**config.mk**
```make
export PLATFORM = sky130hd
export DESIGN_NAME = content_length_deframer_unit_flat
export DESIGN_NICKNAME = d
export VERILOG_FILES = /design/src/sv/cld_pkg.sv /design/src/sv/cld_if.sv /design/src/sv/content_length_deframer_unit.sv /design/src/flat_wrapper.sv
export SDC_FILE = /design/constraint.sdc
export NUM_CORES = 1
export LEC_CHECK = 0
export BUFFER_PORTS_ARGS = -buffer_cell sky130_fd_sc_hd__buf_2
export CAP_MARGIN = 25
export CELL_PAD_IN_SITES_DETAIL_PLACEMENT = 2
export CELL_PAD_IN_SITES_GLOBAL_PLACEMENT = 2
export CORE_ASPECT_RATIO = 2
export CORE_MARGIN = 5
export CORE_UTILIZATION = 39
export DETAILED_ROUTE_END_ITERATION = 6
export PLACE_DENSITY = 0.81
export SYNTH_ARGS = -nofsm -noshare
export SYNTH_HDL_FRONTEND = slang
export SYNTH_SLANG_ARGS = --single-unit
export TNS_END_PERCENT = 10
```
**constraint.sdc**
```tcl
create_clock -name i_clk -period 8.65 [get_ports i_clk]
set_input_delay 1.2975 -clock i_clk [delete_from_list [all_inputs] [get_ports i_clk]]
set_output_delay 1.2975 -clock i_clk [all_outputs]
set_load 0.05 [all_outputs]
```
**src/sv/cld_pkg.sv**
```systemverilog
// ----------------------------------------------------------------------------
// cld_pkg
// Shared types and constants of the content-length deframer.
// ----------------------------------------------------------------------------
`default_nettype none

package cld_pkg;

    localparam int LENGTH_BITS_DEF = 32;
    localparam int CFG_W           = 32;
    localparam int BYTE_W          = 8;
    localparam int KIND_W          = 2;
    localparam int BODY_LEN_W      = 32;
    localparam int ERR_W           = 3;
    localparam int ACC_W           = 64;

    localparam logic [CFG_W-1:0] MAX_BODY_RESET = 32'd67108864;

    // "Content-Length"
    localparam logic [3:0] NAME_LEN = 4'd14;

    localparam logic [7:0] CH_LF    = 8'h0A;
    localparam logic [7:0] CH_CR    = 8'h0D;
    localparam logic [7:0] CH_TAB   = 8'h09;
    localparam logic [7:0] CH_SPACE = 8'h20;
    localparam logic [7:0] CH_COLON = 8'h3A;
    localparam logic [7:0] CH_ZERO  = 8'h30;
    localparam logic [7:0] CH_NINE  = 8'h39;

    typedef enum logic [1:0] {
        PH_HEADER = 2'd0,
        PH_BODY   = 2'd1,
        PH_HALT   = 2'd2
    } t_phase;

    typedef enum logic [2:0] {
        NS_LEAD   = 3'd0,
        NS_MATCH  = 3'd1,
        NS_TRAIL  = 3'd2,
        NS_MISS   = 3'd3,
        NS_VALUE  = 3'd4,
        NS_IGNORE = 3'd5
    } t_name_stage;

    typedef enum logic [1:0] {
        VS_LEAD   = 2'd0,
        VS_DIGITS = 2'd1,
        VS_TRAIL  = 2'd2
    } t_value_stage;

    typedef enum logic [KIND_W-1:0] {
        K_START = 2'd0,
        K_BODY  = 2'd1,
        K_ERROR = 2'd2,
        K_END   = 2'd3
    } t_kind;

    typedef enum logic [ERR_W-1:0] {
        ERR_INVALID     = 3'd0,
        ERR_TOO_LARGE   = 3'd1,
        ERR_MISSING     = 3'd2,
        ERR_EOF_HEADERS = 3'd3,
        ERR_EOF_BODY    = 3'd4
    } t_err_code;

    // per-line parser state
    typedef struct packed {
        logic               empty;
        t_name_stage        name_stage;
        logic [3:0]         name_pos;
        t_value_stage       value_stage;
        logic [ACC_W-1:0]   acc;
        logic               overflow;
        logic               bad;
    } t_line;

    localparam t_line LINE_CLEAR = '{
        empty:       1'b1,
        name_stage:  NS_LEAD,
        name_pos:    4'd0,
        value_stage: VS_LEAD,
        acc:         '0,
        overflow:    1'b0,
        bad:         1'b0
    };

    // lowercase header name, indexed by match position
    function automatic logic [7:0] name_char(input logic [3:0] pos);
        logic [7:0] ch;
        unique case (pos)
            4'd0:    ch = "c";
            4'd1:    ch = "o";
            4'd2:    ch = "n";
            4'd3:    ch = "t";
            4'd4:    ch = "e";
            4'd5:    ch = "n";
            4'd6:    ch = "t";
            4'd7:    ch = "-";
            4'd8:    ch = "l";
            4'd9:    ch = "e";
            4'd10:   ch = "n";
            4'd11:   ch = "g";
            4'd12:   ch = "t";
            4'd13:   ch = "h";
            default: ch = 8'h00;
        endcase
        return ch;
    endfunction

    function automatic logic [7:0] to_lower(input logic [7:0] c);
        return (c >= "A" && c <= "Z") ? c + 8'd32 : c;
    endfunction

    function automatic logic is_ws(input logic [7:0] c);
        return (c == CH_SPACE) || (c == CH_TAB);
    endfunction

endpackage

`default_nettype wire

```
**src/sv/cld_if.sv**
```systemverilog
// ----------------------------------------------------------------------------
// cld_in_if / cld_out_if
// Valid/ready channels for stream items and deframer results.
// ----------------------------------------------------------------------------
`default_nettype none

interface cld_in_if
    import cld_pkg::*;
();
    logic              valid;
    logic              ready;
    logic [BYTE_W-1:0] stream_byte;
    logic              end_of_stream;

    modport source (output valid, output stream_byte, output end_of_stream, input ready);
    modport sink   (input valid, input stream_byte, input end_of_stream, output ready);
endinterface

interface cld_out_if
    import cld_pkg::*;
();
    logic                  valid;
    logic                  ready;
    logic [KIND_W-1:0]     kind;
    logic [BODY_LEN_W-1:0] body_length;
    logic [BYTE_W-1:0]     body_data;
    logic                  last_byte;
    logic [ERR_W-1:0]      error_code;

    modport source (output valid, output kind, output body_length, output body_data,
                    output last_byte, output error_code, input ready);
    modport sink   (input valid, input kind, input body_length, input body_data,
                    input last_byte, input error_code, output ready);
endinterface

`default_nettype wire

```
**src/sv/content_length_deframer_unit.sv**
```systemverilog
// ----------------------------------------------------------------------------
// content_length_deframer_unit
// Splits a byte stream into Content-Length framed messages.
// ----------------------------------------------------------------------------
// Each stream item is taken on a handshake and its result, if any, appears in
// the output register on the next cycle; one item per cycle is sustained as
// long as the result side keeps taking results. The per-byte header parser
// (name match, decimal accumulate with a 64-bit carry check) and the body
// counter all sit between the parser state registers and the result
// register. Items that give no result (most header bytes) still use the
// handshake. After an error or a clean end of stream all items are taken and
// dropped until reset. max_body_bytes may be written only while idle.
// ----------------------------------------------------------------------------
`default_nettype none

module content_length_deframer_unit
    import cld_pkg::*;
#(
    parameter int LENGTH_BITS = LENGTH_BITS_DEF
) (
    input  wire              i_clk,
    input  wire              i_rst_n,
    input  wire              i_cfg_we,
    input  wire [CFG_W-1:0]  i_cfg_wdata,
    cld_in_if.sink           i_in,
    cld_out_if.source        o_res
);

    // held length never exceeds the smaller of 32 bits and LENGTH_BITS
    localparam int HW = (LENGTH_BITS < 32) ? LENGTH_BITS : 32;
    localparam logic [CFG_W-1:0] LEN_CAP = (LENGTH_BITS >= 32) ? 32'hFFFF_FFFF
                                         : 32'((64'd1 << LENGTH_BITS) - 64'd1);

    function automatic t_line match_name(input t_line s, input logic [7:0] c);
        t_line r;
        r = s;
        if (s.name_pos < NAME_LEN && to_lower(c) == name_char(s.name_pos)) begin
            r.name_pos   = s.name_pos + 4'd1;
            r.name_stage = NS_MATCH;
        end else begin
            r.name_stage = NS_MISS;
        end
        return r;
    endfunction

    function automatic t_line feed_value(input t_line s, input logic [7:0] c);
        t_line           r;
        logic [ACC_W+3:0] sum;
        r   = s;
        sum = {1'b0, s.acc, 3'b0} + {3'b0, s.acc, 1'b0} + {60'b0, c - CH_ZERO};
        if (is_ws(c)) begin
            if (s.value_stage == VS_DIGITS) begin
                r.value_stage = VS_TRAIL;
            end
        end else if (c >= CH_ZERO && c <= CH_NINE) begin
            if (s.value_stage == VS_TRAIL) begin
                r.bad = 1'b1;
            end else begin
                r.value_stage = VS_DIGITS;
                if (s.overflow || sum[ACC_W+3:ACC_W] != 4'd0) begin
                    r.overflow = 1'b1;
                end else begin
                    r.acc = sum[ACC_W-1:0];
                end
            end
        end else begin
            r.bad = 1'b1;
        end
        return r;
    endfunction

    function automatic t_line feed_char(input t_line s, input logic [7:0] c);
        t_line r;
        r       = s;
        r.empty = 1'b0;
        unique case (s.name_stage)
            NS_LEAD: begin
                if (c == CH_COLON) begin
                    r.name_stage = NS_IGNORE;
                end else if (!is_ws(c)) begin
                    r = match_name(r, c);
                end
            end
            NS_MATCH: begin
                if (is_ws(c)) begin
                    r.name_stage = NS_TRAIL;
                end else if (c == CH_COLON) begin
                    r.name_stage = (s.name_pos == NAME_LEN) ? NS_VALUE : NS_IGNORE;
                end else begin
                    r = match_name(r, c);
                end
            end
            NS_TRAIL: begin
                if (c == CH_COLON) begin
                    r.name_stage = (s.name_pos == NAME_LEN) ? NS_VALUE : NS_IGNORE;
                end else if (!is_ws(c)) begin
                    r.name_stage = NS_MISS;
                end
            end
            NS_MISS: begin
                if (c == CH_COLON) begin
                    r.name_stage = NS_IGNORE;
                end
            end
            NS_VALUE: r = feed_value(r, c);
            default:  r = r;
        endcase
        return r;
    endfunction

    t_phase            r_phase, n_phase;
    logic              r_pending_cr, n_pending_cr;
    logic              r_started, n_started;
    t_line             r_line, n_line;
    logic              r_seen, n_seen;
    logic [HW-1:0]     r_held, n_held;
    logic [HW-1:0]     r_remain, n_remain;
    logic [CFG_W-1:0]  r_max_body;

    logic                  r_out_valid;
    t_kind                 r_kind;
    logic [BODY_LEN_W-1:0] r_body_length;
    logic [BYTE_W-1:0]     r_body_data;
    logic                  r_last_byte;
    t_err_code             r_error_code;

    logic                  accept;
    logic                  res_valid;
    t_kind                 res_kind;
    logic [BODY_LEN_W-1:0] res_length;
    logic [BYTE_W-1:0]     res_data;
    logic                  res_last;
    t_err_code             res_code;
    logic [CFG_W-1:0]      limit;
    t_line                 line_cr;
    logic [7:0]            c;

    assign i_in.ready = !r_out_valid || o_res.ready;
    assign accept     = i_in.valid && i_in.ready;
    assign c          = i_in.stream_byte;
    assign limit      = (r_max_body > LEN_CAP) ? LEN_CAP : r_max_body;

    always_ff @(posedge i_clk) begin
        if (!i_rst_n) begin
            r_phase      <= PH_HEADER;
            r_pending_cr <= 1'b0;
            r_started    <= 1'b0;
            r_line       <= LINE_CLEAR;
            r_seen       <= 1'b0;
            r_held       <= '0;
            r_remain     <= '0;
        end else if (accept) begin
            r_phase      <= n_phase;
            r_pending_cr <= n_pending_cr;
            r_started    <= n_started;
            r_line       <= n_line;
            r_seen       <= n_seen;
            r_held       <= n_held;
            r_remain     <= n_remain;
        end
    end

    always_ff @(posedge i_clk) begin
        if (!i_rst_n) begin
            r_max_body <= MAX_BODY_RESET;
        end else if (i_cfg_we) begin
            r_max_body <= i_cfg_wdata;
        end
    end

    always_comb begin
        n_phase      = r_phase;
        n_pending_cr = r_pending_cr;
        n_started    = r_started;
        n_line       = r_line;
        n_seen       = r_seen;
        n_held       = r_held;
        n_remain     = r_remain;
        res_valid    = 1'b0;
        res_kind     = K_START;
        res_length   = '0;
        res_data     = '0;
        res_last     = 1'b0;
        res_code     = ERR_INVALID;
        line_cr      = r_pending_cr ? feed_char(r_line, CH_CR) : r_line;

        unique case (r_phase)
            PH_BODY: begin
                res_valid = 1'b1;
                if (i_in.end_of_stream) begin
                    n_phase  = PH_HALT;
                    res_kind = K_ERROR;
                    res_code = ERR_EOF_BODY;
                end else begin
                    n_remain = r_remain - HW'(1);
                    res_kind = K_BODY;
                    res_data = c;
                    if (n_remain == '0) begin
                        n_phase  = PH_HEADER;
                        res_last = 1'b1;
                    end
                end
            end
            PH_HEADER: begin
                if (i_in.end_of_stream) begin
                    res_valid = 1'b1;
                    n_phase   = PH_HALT;
                    if (r_started) begin
                        res_kind = K_ERROR;
                        res_code = ERR_EOF_HEADERS;
                    end else begin
                        res_kind = K_END;
                    end
                end else if (c == CH_LF) begin
                    n_started    = 1'b1;
                    n_pending_cr = 1'b0;
                    n_line       = LINE_CLEAR;
                    if (r_line.empty) begin
                        // blank line closes the header block
                        res_valid = 1'b1;
                        if (!r_seen) begin
                            n_phase  = PH_HALT;
                            res_kind = K_ERROR;
                            res_code = ERR_MISSING;
                        end else begin
                            res_kind   = K_START;
                            res_length = BODY_LEN_W'(r_held);
                            n_started  = 1'b0;
                            n_seen     = 1'b0;
                            n_held     = '0;
                            n_remain   = r_held;
                            n_phase    = (r_held != '0) ? PH_BODY : PH_HEADER;
                        end
                    end else if (r_line.name_stage == NS_VALUE) begin
                        if (r_line.bad || r_line.value_stage == VS_LEAD
                            || r_line.overflow) begin
                            res_valid = 1'b1;
                            n_phase   = PH_HALT;
                            res_kind  = K_ERROR;
                            res_code  = ERR_INVALID;
                        end else if (r_line.acc > {32'b0, limit}) begin
                            res_valid = 1'b1;
                            n_phase   = PH_HALT;
                            res_kind  = K_ERROR;
                            res_code  = ERR_TOO_LARGE;
                        end else begin
                            n_seen = 1'b1;
                            n_held = r_line.acc[HW-1:0];
                        end
                    end
                end else begin
                    n_started = 1'b1;
                    if (c == CH_CR) begin
                        n_pending_cr = 1'b1;
                        n_line       = line_cr;
                    end else begin
                        n_pending_cr = 1'b0;
                        n_line       = feed_char(line_cr, c);
                    end
                end
            end
            PH_HALT: begin
                n_phase = PH_HALT;
            end
            default: begin
                n_phase = PH_HALT;
            end
        endcase
    end

    always_ff @(posedge i_clk) begin
        if (!i_rst_n) begin
            r_out_valid <= 1'b0;
        end else if (accept && res_valid) begin
            r_out_valid <= 1'b1;
        end else if (o_res.ready) begin
            r_out_valid <= 1'b0;
        end
    end

    always_ff @(posedge i_clk) begin
        if (accept && res_valid) begin
            r_kind        <= res_kind;
            r_body_length <= res_length;
            r_body_data   <= res_data;
            r_last_byte   <= res_last;
            r_error_code  <= res_code;
        end
    end

    assign o_res.valid       = r_out_valid;
    assign o_res.kind        = r_kind;
    assign o_res.body_length = r_body_length;
    assign o_res.body_data   = r_body_data;
    assign o_res.last_byte   = r_last_byte;
    assign o_res.error_code  = r_error_code;

endmodule

`default_nettype wire
```
**src/flat_wrapper.sv**
```systemverilog
// flat-port wrapper written by rule: the top's interface ports become plain ports
module content_length_deframer_unit_flat import cld_pkg::*;
#(
    parameter int LENGTH_BITS = LENGTH_BITS_DEF
)
  (i_clk, i_rst_n, i_cfg_we, i_cfg_wdata, i_in_valid, i_in_stream_byte, i_in_end_of_stream, i_in_ready, o_res_valid, o_res_kind, o_res_body_length, o_res_body_data, o_res_last_byte, o_res_error_code, o_res_ready);
  cld_in_if i_in_i ();
  cld_out_if o_res_i ();
  input  wire i_clk;
  input  wire i_rst_n;
  input  wire i_cfg_we;
  input  wire [CFG_W-1:0] i_cfg_wdata;
  input wire logic [$bits(i_in_i.valid)-1:0] i_in_valid;
  input wire logic [$bits(i_in_i.stream_byte)-1:0] i_in_stream_byte;
  input wire logic [$bits(i_in_i.end_of_stream)-1:0] i_in_end_of_stream;
  output wire logic [$bits(i_in_i.ready)-1:0] i_in_ready;
  output wire logic [$bits(o_res_i.valid)-1:0] o_res_valid;
  output wire logic [$bits(o_res_i.kind)-1:0] o_res_kind;
  output wire logic [$bits(o_res_i.body_length)-1:0] o_res_body_length;
  output wire logic [$bits(o_res_i.body_data)-1:0] o_res_body_data;
  output wire logic [$bits(o_res_i.last_byte)-1:0] o_res_last_byte;
  output wire logic [$bits(o_res_i.error_code)-1:0] o_res_error_code;
  input wire logic [$bits(o_res_i.ready)-1:0] o_res_ready;
  assign i_in_i.valid = i_in_valid;
  assign i_in_i.stream_byte = i_in_stream_byte;
  assign i_in_i.end_of_stream = i_in_end_of_stream;
  assign i_in_ready = i_in_i.ready;
  assign o_res_valid = o_res_i.valid;
  assign o_res_kind = o_res_i.kind;
  assign o_res_body_length = o_res_i.body_length;
  assign o_res_body_data = o_res_i.body_data;
  assign o_res_last_byte = o_res_i.last_byte;
  assign o_res_error_code = o_res_i.error_code;
  assign o_res_i.ready = o_res_ready;
  content_length_deframer_unit #(.LENGTH_BITS(LENGTH_BITS)) u_core (.i_clk(i_clk), .i_rst_n(i_rst_n), .i_cfg_we(i_cfg_we), .i_cfg_wdata(i_cfg_wdata), .i_in(i_in_i), .o_res(o_res_i));
endmodule
```
==> results by group <==
Worst hold path
  • Hold path cells: 2
  • Min-delay worst type: reg2reg
  • Hold Crit Start: u_core.r_line[67]
  • Worst Hold Path EP: u_core.r_line[67]

Status
  • Outcome: finished, final reports clean

Pwr
  • Clk pwr share: 43.4%
  • Switching power share of the total: 26.6%
  • Pwr Density: 134 nW/um2
  • Max VDD drop: 0.0000870 V
  • Sequential Power Share: 47.9%
  • Share of power burned in combinational logic: 8.6%
  • Leakage: 8.10 nW
  • Psw: 628 uW
  • Internal power: 1.73 mW

Finish
  • Filler cell count: 4551
  • Register area: 5080 um2
  • Layout cell share with drive strength beyond 1: 10.2%
  • Layout net count: 2107
  • Area Overhead vs Synth: 10.4%
  • Diode count: 0
  • Fin cells: 2427
  • Multi-input logic area: 10100 um2
  • Final Util: 43.6%
  • Final Cell Area: 17600 um2

Die
  • CORE AREA: 40300 um2
  • Die Width: 153 um
  • Initial core utilization: 39.5%
  • Site Rows: 104
  • Die area: 45200 um2
  • DIE HEIGHT: 296 um
  • # IOs: 94

Run
  • Max-cap viol count: 0

Route
  • Drt first pass iters: 5
  • Drt first-iter violations: 504
  • Via density: 6.08
  • Routed wire length: 60100 um
  • Routed len/inst: 24.8 um
  • Vias post-DR: 14.8k
  • Residual DRC: 0
  • Antenna-violating nets left: 0

STA
  • Final setup TNS: 0 ns
  • Final Max Slew Viols: 0
  • RSZ-0062 raised after global routing: no
  • Hold WS: 0.479 ns
  • Slew Limit Headroom: 33.8%
  • Final period utilization: 74.3%
  • Fmax: 0.156 GHz
  • Worst-margin pin slew: 0.991 ns
  • Endpoints failing setup: 0
  • Final Critical Period: 6.43 ns
  • Final Hold Vio Count: 0
  • Clock Skew: 0.0180 ns

Critical path
  • FF-to-FF path depth: 16
  • Reg-to-Reg End: u_core.r_line[34]
  • Crit end category: register
  • R2R Setup Slk: 2.99 ns
  • WP data required: 9.13 ns
  • Worst setup SP type: input port
  • R2r startpoint: u_core.r_line[2]
  • Crit path DAT: 6.90 ns
  • CP Class: in2reg
  • Maximum fanout along the worst path: 33

Synth
  • Top cell type's share of synthesized area: 23.3%
  • Post-Syn Nets: 2073
  • Synth Register Bits: 231
  • Most common cell in the synthesized netlist: dfxtp_1
  • Mapped Area: 15900 um2
  • Most frequent cells after synthesis: dfxtp_1, ha_1, nor2_1
  • Number of enable flip-flop cells after synthesis: 46
  • Asr flop ratio synth: 0%
  • Cell count after synthesis: 1845
  • Post-synth cell types: 86
  • Ys flop type: dfxtp_1
  • Number of synthesis warnings: 0
  • Sequential area share after synthesis: 31.9%
  • Mean Syn Cell Area: 8.63 um2
  • Synth top area cells: dfxtp_1, ha_1, edfxtp_1
  • Area leader, netlist: dfxtp_1

Clock network
  • Clock tree from TritonCTS: built
  • CTS sink cnt: 231
  • Clk Latency, worst-skew pair: 0.55 ns
  • # hold bufs at CTS: 0
  • CTS root buffer: clkbuf_16
  • PostCTS Resize Cnt: 0
  • Postcts setup bufs: 0
  • CTS buffer count: 25
  • H-tree Lvls: 1
  • Clk buf depth: 3
  • Reg clk slew, reported paths: 0.06 ns

GRT
  • Number of global-route vias before repair: 16.7k
  • Initial antenna violation count: 0
  • Grt ovf: 0
  • First-pass GRT wire length: 92900 um
  • Largest net degree at the start of global routing: 73
  • All-layer global routing usage: 25.7%

Placed design
  • GP Congestion: 0.869
  • Port Buffers: 93
  • Placed inst area: 16800 um2
  • Placed insts: 2381
  • Post-DP HPWL: 47100 um
## placed cells by master, fill, tap and decap left out, types with 14 or more instances in the layout
master	n
dfxtp_1	185
ha_1	176
nor2_1	159
a21oi_1	152
nand2_1	119
a22o_1	97
o21ai_0	95
buf_2	93
inv_1	81
a21o_1	69
xnor2_1	47
edfxtp_1	46
and3_1	44
mux2i_1	41
nand3_1	39
nand4_1	37
nor4_1	32
nor3_1	31
xor2_1	28
clkbuf_16	25
a211oi_1	18
and2_1	18
nand2b_1	17
buf_4	17
o21bai_1	15
a31oi_1	14
## metrics by stage
stage / total power [mW] / setup WS (ns)
2_1_floorplan: 1.29 / 2.20
3_3_place_gp: 1.34 / 1.96
3_5_place_dp: 1.36 / 1.73
4_1_cts: 2.39 / 2.23
5_1_grt: 2.44 / 1.91
6_report: 2.36 / 2.22
## routing by layer
metal  track usage (%)  up-vias  part of all wire (%)
met4              14.6        0                   6.2
met3              2.48      163                   2.4
met1              23.0     7427                    33
met2              54.3      295                    58
met5                 0        -                     0
li1                  -     6874                     -
## cell families (layout without fill, tap and decap cells)
group	Yosys count	after routing	synth area share [%]
AOI/OAI and AO/OA	561	561	23.8
and+or+nand+nor	561	561	17.9
DFF	231	231	31.9
buffers and inverters	190	242	4.72
adders and majority gates	182	182	14.6
xor gates and xnor gates	76	76	4.23
muxes	44	44	2.79
## power groups by stage
stage	combinational, mW	clock [mW]	sequential [mW]
2_1_floorplan	0.0977	0	1.19
3_3_place_gp	0.192	0	1.15
3_5_place_dp	0.202	0	1.15
4_1_cts	0.205	1.05	1.13
5_1_grt	0.219	1.09	1.13
6_report	0.204	1.02	1.13
## worst max-delay path, stage by stage
cell and delay, ns:
buf_2 0.15, ha_1 0.28, xor2_1 0.19, fa_1 0.49, inv_1 0.04, ha_1 0.37, a21o_1 0.21, a21oi_1 0.25
a21oi_1 0.16, nor2_1 0.27, o21ai_0 0.27, a21boi_1 0.40, o21ai_1 0.13, a31oi_1 0.24, mux2i_1 0.15, nor4_4 0.44
and4_2 0.82, buf_4 0.49, a22o_1 0.21
## layout make-up
| class | count | share of cell area, % |
|---|---|---|
| Clock buffer | 34 | 3.86 |
| Clock inverter | 11 | 0.406 |
| Inverter | 84 | 1.81 |
| Multi-Input combinational cell | 1424 | 57.6 |
| Sequential cell | 231 | 28.9 |
| Tap cell | 530 | 3.77 |
| Timing Repair Buffer | 113 | 3.64 |
## worst max path at each step
| stage | to | startpoint | slack, ns | cells after the start |
|---|---|---|---|---|
| 4_1_cts | u_core.r_line[34] | i_in_stream_byte[6] | 2.23 | 20 |
| 3_5_place_dp | u_core.r_line[48] | i_in_stream_byte[6] | 1.73 | 20 |
| 3_3_place_gp | u_core.r_line[45] | i_in_stream_byte[6] | 1.96 | 20 |
| 2_1_floorplan | u_core.o_res.body_data[0] | i_in_stream_byte[6] | 2.20 | 7 |
| 5_1_grt | u_core.r_line[34] | i_in_stream_byte[4] | 1.91 | 19 |
| 6_report | u_core.r_line[34] | i_in_stream_byte[4] | 2.22 | 19 |
## registers in the layout, summed over array words and instances (netlist names), named ones only
signal                    count
u_core.r_held                32
u_core.o_res.last_byte        1
u_core.o_res.error_code       3
u_core.r_started              1
u_core.o_res.body_length     32
u_core.o_res.body_data        8
u_core.r_seen                 1
u_core.o_res.valid            1
u_core.r_pending_cr           1
u_core.r_max_body            32
u_core.r_remain              32
u_core.r_line                76
u_core.r_phase                2
u_core.o_res.kind             2
(Power assumes the default switching activity.)
